[src/rtl/mpsc_pkg.sv]
`timescale 1ns / 1ps
`default_nettype none
// ----------------------------------------------------------------------------
// mpsc_pkg: shared types and codes of the monotone polygon scan converter
// Holds the operation and status codes and the controller/datapath bundles.
// ----------------------------------------------------------------------------
package mpsc_pkg;

	localparam logic OP_LOAD  = 1'b0;
	localparam logic OP_FETCH = 1'b1;

	typedef logic [2:0] status_t;

	localparam status_t ST_READY    = 3'd0;
	localparam status_t ST_EMPTY    = 3'd1;
	localparam status_t ST_TOO_TALL = 3'd2;
	localparam status_t ST_TOO_MANY = 3'd3;
	localparam status_t ST_LINE     = 3'd4;
	localparam status_t ST_NO_MORE  = 3'd5;

	// Commands from the controller to the datapath.
	typedef struct packed {
		logic    vtx_wr;
		logic    fetch_rd;
		logic    fetch_emit;
		logic    conv_init;
		logic    rd_first;
		logic    rd_next_i;
		logic    mm_update;
		logic    set_lines;
		logic    chain_start;
		logic    chain_second;
		logic    prev_load;
		logic    rd_step;
		logic    edge_latch;
		logic    div_start;
		logic    walk_init;
		logic    walk_step;
		logic    prev_from_cur;
		logic    emit_load;
		status_t code;
	} cmd_t;

	// Status from the datapath to the controller.
	typedef struct packed {
		logic n_over;
		logic mm_last;
		logic span_zero;
		logic span_tall;
		logic h_pos;
		logic div_done;
		logic walk_last;
		logic chain_end;
		logic second;
	} sts_t;

endpackage
`default_nettype wire

[src/rtl/mpsc_ctrl.sv]
`timescale 1ns / 1ps
`default_nettype none
// ----------------------------------------------------------------------------
// mpsc_ctrl: scan converter controller
// Sequences loads, the conversion walk and fetches; owns the handshakes.
// ----------------------------------------------------------------------------
module mpsc_ctrl import mpsc_pkg::*; (
	input  wire logic clk,
	input  wire logic arst_n,
	input  wire logic in_valid,
	output logic      in_ready,
	input  wire logic in_op,
	input  wire logic in_last,
	output logic      out_valid,
	input  wire logic out_ready,
	input  wire sts_t sts,
	output cmd_t      cmd
);
	typedef enum logic [9:0] {
		S_IDLE  = 10'b0000000001,
		S_FETCH = 10'b0000000010,
		S_START = 10'b0000000100,
		S_MM    = 10'b0000001000,
		S_SPAN  = 10'b0000010000,
		S_BEGIN = 10'b0000100000,
		S_EDGE  = 10'b0001000000,
		S_DIV   = 10'b0010000000,
		S_WALK  = 10'b0100000000,
		S_NEXT  = 10'b1000000000
	} state_t;

	state_t state_q, state_nxt;
	logic   out_valid_q;

	assign in_ready  = (state_q == S_IDLE) && !out_valid_q;
	assign out_valid = out_valid_q;

	always_comb begin
		cmd       = '0;
		state_nxt = state_q;
		unique case (state_q)
			S_IDLE: begin
				if (in_valid && in_ready) begin
					if (in_op == OP_LOAD) begin
						cmd.vtx_wr = 1'b1;
						if (in_last) begin
							state_nxt = S_START;
						end
					end else begin
						cmd.fetch_rd = 1'b1;
						state_nxt    = S_FETCH;
					end
				end
			end
			S_FETCH: begin
				cmd.fetch_emit = 1'b1;
				state_nxt      = S_IDLE;
			end
			S_START: begin
				cmd.conv_init = 1'b1;
				if (sts.n_over) begin
					cmd.emit_load = 1'b1;
					cmd.code      = ST_TOO_MANY;
					state_nxt     = S_IDLE;
				end else begin
					cmd.rd_first = 1'b1;
					state_nxt    = S_MM;
				end
			end
			S_MM: begin
				cmd.mm_update = 1'b1;
				if (sts.mm_last) begin
					state_nxt = S_SPAN;
				end else begin
					cmd.rd_next_i = 1'b1;
				end
			end
			S_SPAN: begin
				priority if (sts.span_zero) begin
					cmd.emit_load = 1'b1;
					cmd.code      = ST_EMPTY;
					state_nxt     = S_IDLE;
				end else if (sts.span_tall) begin
					cmd.emit_load = 1'b1;
					cmd.code      = ST_TOO_TALL;
					state_nxt     = S_IDLE;
				end else begin
					cmd.set_lines   = 1'b1;
					cmd.chain_start = 1'b1;
					state_nxt       = S_BEGIN;
				end
			end
			S_BEGIN: begin
				cmd.prev_load = 1'b1;
				cmd.rd_step   = 1'b1;
				state_nxt     = S_EDGE;
			end
			S_EDGE: begin
				cmd.edge_latch = 1'b1;
				if (sts.h_pos) begin
					cmd.div_start = 1'b1;
					state_nxt     = S_DIV;
				end else begin
					state_nxt = S_NEXT;
				end
			end
			S_DIV: begin
				if (sts.div_done) begin
					cmd.walk_init = 1'b1;
					state_nxt     = S_WALK;
				end
			end
			S_WALK: begin
				cmd.walk_step = 1'b1;
				if (sts.walk_last) begin
					state_nxt = S_NEXT;
				end
			end
			S_NEXT: begin
				cmd.prev_from_cur = 1'b1;
				if (sts.chain_end) begin
					if (!sts.second) begin
						cmd.chain_start  = 1'b1;
						cmd.chain_second = 1'b1;
						state_nxt        = S_BEGIN;
					end else begin
						cmd.emit_load = 1'b1;
						cmd.code      = ST_READY;
						state_nxt     = S_IDLE;
					end
				end else begin
					cmd.rd_step = 1'b1;
					state_nxt   = S_EDGE;
				end
			end
			default: begin
				state_nxt = S_IDLE;
			end
		endcase
	end

	always_ff @(posedge clk or negedge arst_n) begin
		if (!arst_n) begin
			state_q     <= S_IDLE;
			out_valid_q <= 1'b0;
		end else begin
			state_q <= state_nxt;
			if (cmd.emit_load || cmd.fetch_emit) begin
				out_valid_q <= 1'b1;
			end else if (out_ready) begin
				out_valid_q <= 1'b0;
			end
		end
	end
endmodule
`default_nettype wire

[config.mk]
export PLATFORM = sky130hd
export DESIGN_NAME = mpsc_ctrl
export DESIGN_NICKNAME = d
export VERILOG_FILES = /design/src/rtl/mpsc_pkg.sv /design/src/rtl/mpsc_ctrl.sv
export SDC_FILE = /design/constraint.sdc
export NUM_CORES = 1
export LEC_CHECK = 0
export BUFFER_PORTS_ARGS = -buffer_cell sky130_fd_sc_hd__buf_2
export CORE_UTILIZATION = 48
export CTS_BUF_LIST = sky130_fd_sc_hd__clkbuf_16
export CTS_CLUSTER_SIZE = 24
export DETAILED_ROUTE_END_ITERATION = 10
export HOLD_SLACK_MARGIN = 0.1
export PLACE_DENSITY = 0.82
export REMOVE_ABC_BUFFERS = 1
export SYNTH_ARGS = -nofsm -noshare
export SYNTH_HDL_FRONTEND = slang
export SYNTH_SLANG_ARGS = --single-unit
export TNS_END_PERCENT = 50
[constraint.sdc]
create_clock -name clk -period 3.15 [get_ports clk]
set_clock_uncertainty 0.15 [all_clocks]
set_input_delay 0.63 -clock clk [delete_from_list [all_inputs] [get_ports clk]]
set_output_delay 0.63 -clock clk [all_outputs]
set_load 0.01 [all_outputs]
==> out/results.tsv <==
metric	value	unit
synth_cell_type_count	46	
syn2layout_area_growth	31.2	%
detail_route.drc_violations	0	
antenna_cells	0	
row_count	14	
power_density	559	mW/mm^2
drv.max_cap_violation_count	0	
ys_async_sr_fraction	100	%
slew-limit-headroom	66.4	%
gr-total-overflow	0	
run_status	complete, no violations	
cts_max_path_buffers	2	
postLayoutSetupSlackWorst	275	ps
num-nets-final	150	
multiInputGateArea	473	um^2
tritoncts	built	
die_w	43.1	um
ys_ff_latch	11	
place_congestion	0.805	
timing.critical_path.fanout_max	9	
die-area	0.00186	mm^2
post_synth.cell_area_avg	8.27	um^2
post_route_cells_drive_above_1_share	35.8	%
htree_num_levels	1	
initial_core_util	52.6	%
routed-via-count	883	
timing.final.max_slew_violations	0	
total_of_endpoints_with_negative_setup_slack_in_the_final_report	0	
global_route.usage.total	23.9	%
mappedNetlistArea	811	um^2
layout.cells.most_common_list	sky130_fd_sc_hd__buf_2 (36), sky130_fd_sc_hd__nor2_1 (11), sky130_fd_sc_hd__nand2_1 (10), sky130_fd_sc_hd__dfrtp_1 (10), sky130_fd_sc_hd__inv_1 (8)	
min-delay-path-class	in2async	
cts.repair.resized	0	
worst-setup-path-type	reg2out	
startpoint_class_of_the_critical_path	register	
firstDrtPassIters	4	
cp_data_required_time	2370	ps
antenna_left	0	
post_cts_hold_buffer_count	0	
worst_ir_drop_vdd	446	uV
critPathArrivalTime	2100	ps
tritoncts_num_sinks	11	
cts-buffers-inserted	3	
fmax	348	MHz
cts_setup_buffers	0	
finalSetupTns	0	ps
place_ws	592	ps
worst_pin_slew	500	ps
period_needed	2880	ps
worst_skew_pair.late_latency	240	ps
drt-initial-drc-count	30	
mostFrequentLayoutCell	sky130_fd_sc_hd__buf_2	
detailed_place_hpwl	1.57	mm
rsz0062_at_grt	no	
worstReg2RegStart	state_q[2]$_DFFE_PN0P_	
numPortBuffers	36	
final.hold.worst_slack	99.0	ps
hold_viol	0	
ctsRootBufferMaster	sky130_fd_sc_hd__clkbuf_16	
ff2ff_setup_slack	1160	ps
largest_net_degree_at_the_start_of_global_routing	12	
per_cell_routed_wire_length	13.9	um
i_o_pin_count	38	
synth_sequential_area_ratio	34.1	%
fill_cells	121	
viasPerCell	5.89	
reg2reg_depth	4	
grt_antenna_before_repair	0	
number_of_synthesis_warnings	0	
setup.worst_path.end_class	output port	
wirelength	2.09	mm
grt_pass1_vias	761	
min_period_over_period	91.3	%
clkSlewWorstSetupHoldPaths	40	ps
cellLeakagePower	0.580	nW
number_of_flops_mapped_to_enable_cells_by_yosys	0	
synthFlopType	sky130_fd_sc_hd__dfrtp_1	
floorplan.core_area	0.00154	mm^2
grt_pass1_wl	3.28	mm
r2r_end	state_q[5]$_DFFE_PN0P_	
register_area	277	um^2
die_h	43.1	um
syn-instance-count	98	
-- layout make-up --
type | count | share of cell area (%)
Clock buffer | 3 | 7.06
Multi-Input combinational cell | 74 | 44.5
Timing Repair Buffer | 36 | 16.9
Clock inverter | 1 | 0.471
Inverter | 9 | 3.18
Tap cell | 16 | 1.88
Sequential cell | 11 | 26.0
-- per-layer routing --
layer | GRT usage [%] | vias up | wire, um
met4 | 10.3 | 0 | 36
met2 | 40.9 | 44 | 1050
met1 | 27.2 | 407 | 862
met5 | 0 | - | 0
met3 | 7.23 | 6 | 141
li1 | - | 426 | -
-- critical path: stages (launching register included) --
cell and delay (ps):
sky130_fd_sc_hd__dfrtp_1 500, sky130_fd_sc_hd__nor4_2 420, sky130_fd_sc_hd__nand2_1 200, sky130_fd_sc_hd__or2_1 320, sky130_fd_sc_hd__o32ai_1 240, sky130_fd_sc_hd__buf_2 170
-- where the power goes --
group	switching, mW	internal, mW	total (mW)
registers	0.0251	0.161	0.186
logic	0.0976	0.0791	0.177
clock network	0.0631	0.168	0.231
total	0.186	0.408	0.594
-- cell usage after synthesis (2+ instances only) --
cell type                  count  area [um^2]
sky130_fd_sc_hd__and3_1        2         12.5
sky130_fd_sc_hd__nand2_1      10         37.5
sky130_fd_sc_hd__o22ai_1       3         18.8
sky130_fd_sc_hd__nand3b_1      2         15.0
sky130_fd_sc_hd__nand2b_1      2         12.5
sky130_fd_sc_hd__or4b_1        2         20.0
sky130_fd_sc_hd__o32ai_1       3         26.3
sky130_fd_sc_hd__nor3_1        6         30.0
sky130_fd_sc_hd__dfrtp_1      10          250
sky130_fd_sc_hd__inv_1         8         30.0
sky130_fd_sc_hd__and2_1        2         12.5
sky130_fd_sc_hd__nor2_1       11         41.3
sky130_fd_sc_hd__nand3_1       3         15.0
sky130_fd_sc_hd__o21ai_1       2         10.0
-- registers in the layout, summed over array words and instances (netlist names) --
signal	cells
out_valid	1
state_q	10
-- logic make-up (layout without fill, tap and decap cells) --
logic type | count (synthesis) | count (layout) | share of synthesized area, %
other cells | 1 | 1 | 0.463
flops | 11 | 11 | 34.1
xor+xnor | 2 | 2 | 2.16
compound gates | 18 | 18 | 16.1
buf+inv | 13 | 49 | 7.56
simple gates | 53 | 53 | 39.7
-- stage by stage --
| step | instance area [um^2] | utilization (%) | total power, mW | cells |
|---|---|---|---|---|
| CTS | 1060 | 69.0 | 0.594 | 150 |
| finish | 1060 | 69.0 | 0.594 | 150 |
| global route | 1060 | 69.0 | 0.627 | 150 |
| floorplan | 783 | - | 0.301 | 94 |
| global placement | 983 | 63.8 | 0.353 | 146 |
| detailed placement | 983 | 63.8 | 0.358 | 146 |
-- how the worst max path moves through the flow --
stage / startpoint / to / slack, ps / cells after the start
floorplan: state_q[7]$_DFFE_PN0P_ / cmd[19] / 710 / 4
global placement: state_q[7]$_DFFE_PN0P_ / cmd[19] / 640 / 5
detailed placement: state_q[7]$_DFFE_PN0P_ / cmd[19] / 590 / 5
CTS: state_q[2]$_DFFE_PN0P_ / cmd[12] / 310 / 5
global route: state_q[2]$_DFFE_PN0P_ / cmd[12] / 170 / 5
finish: state_q[2]$_DFFE_PN0P_ / cmd[12] / 270 / 5
(Power assumes the default switching activity.)
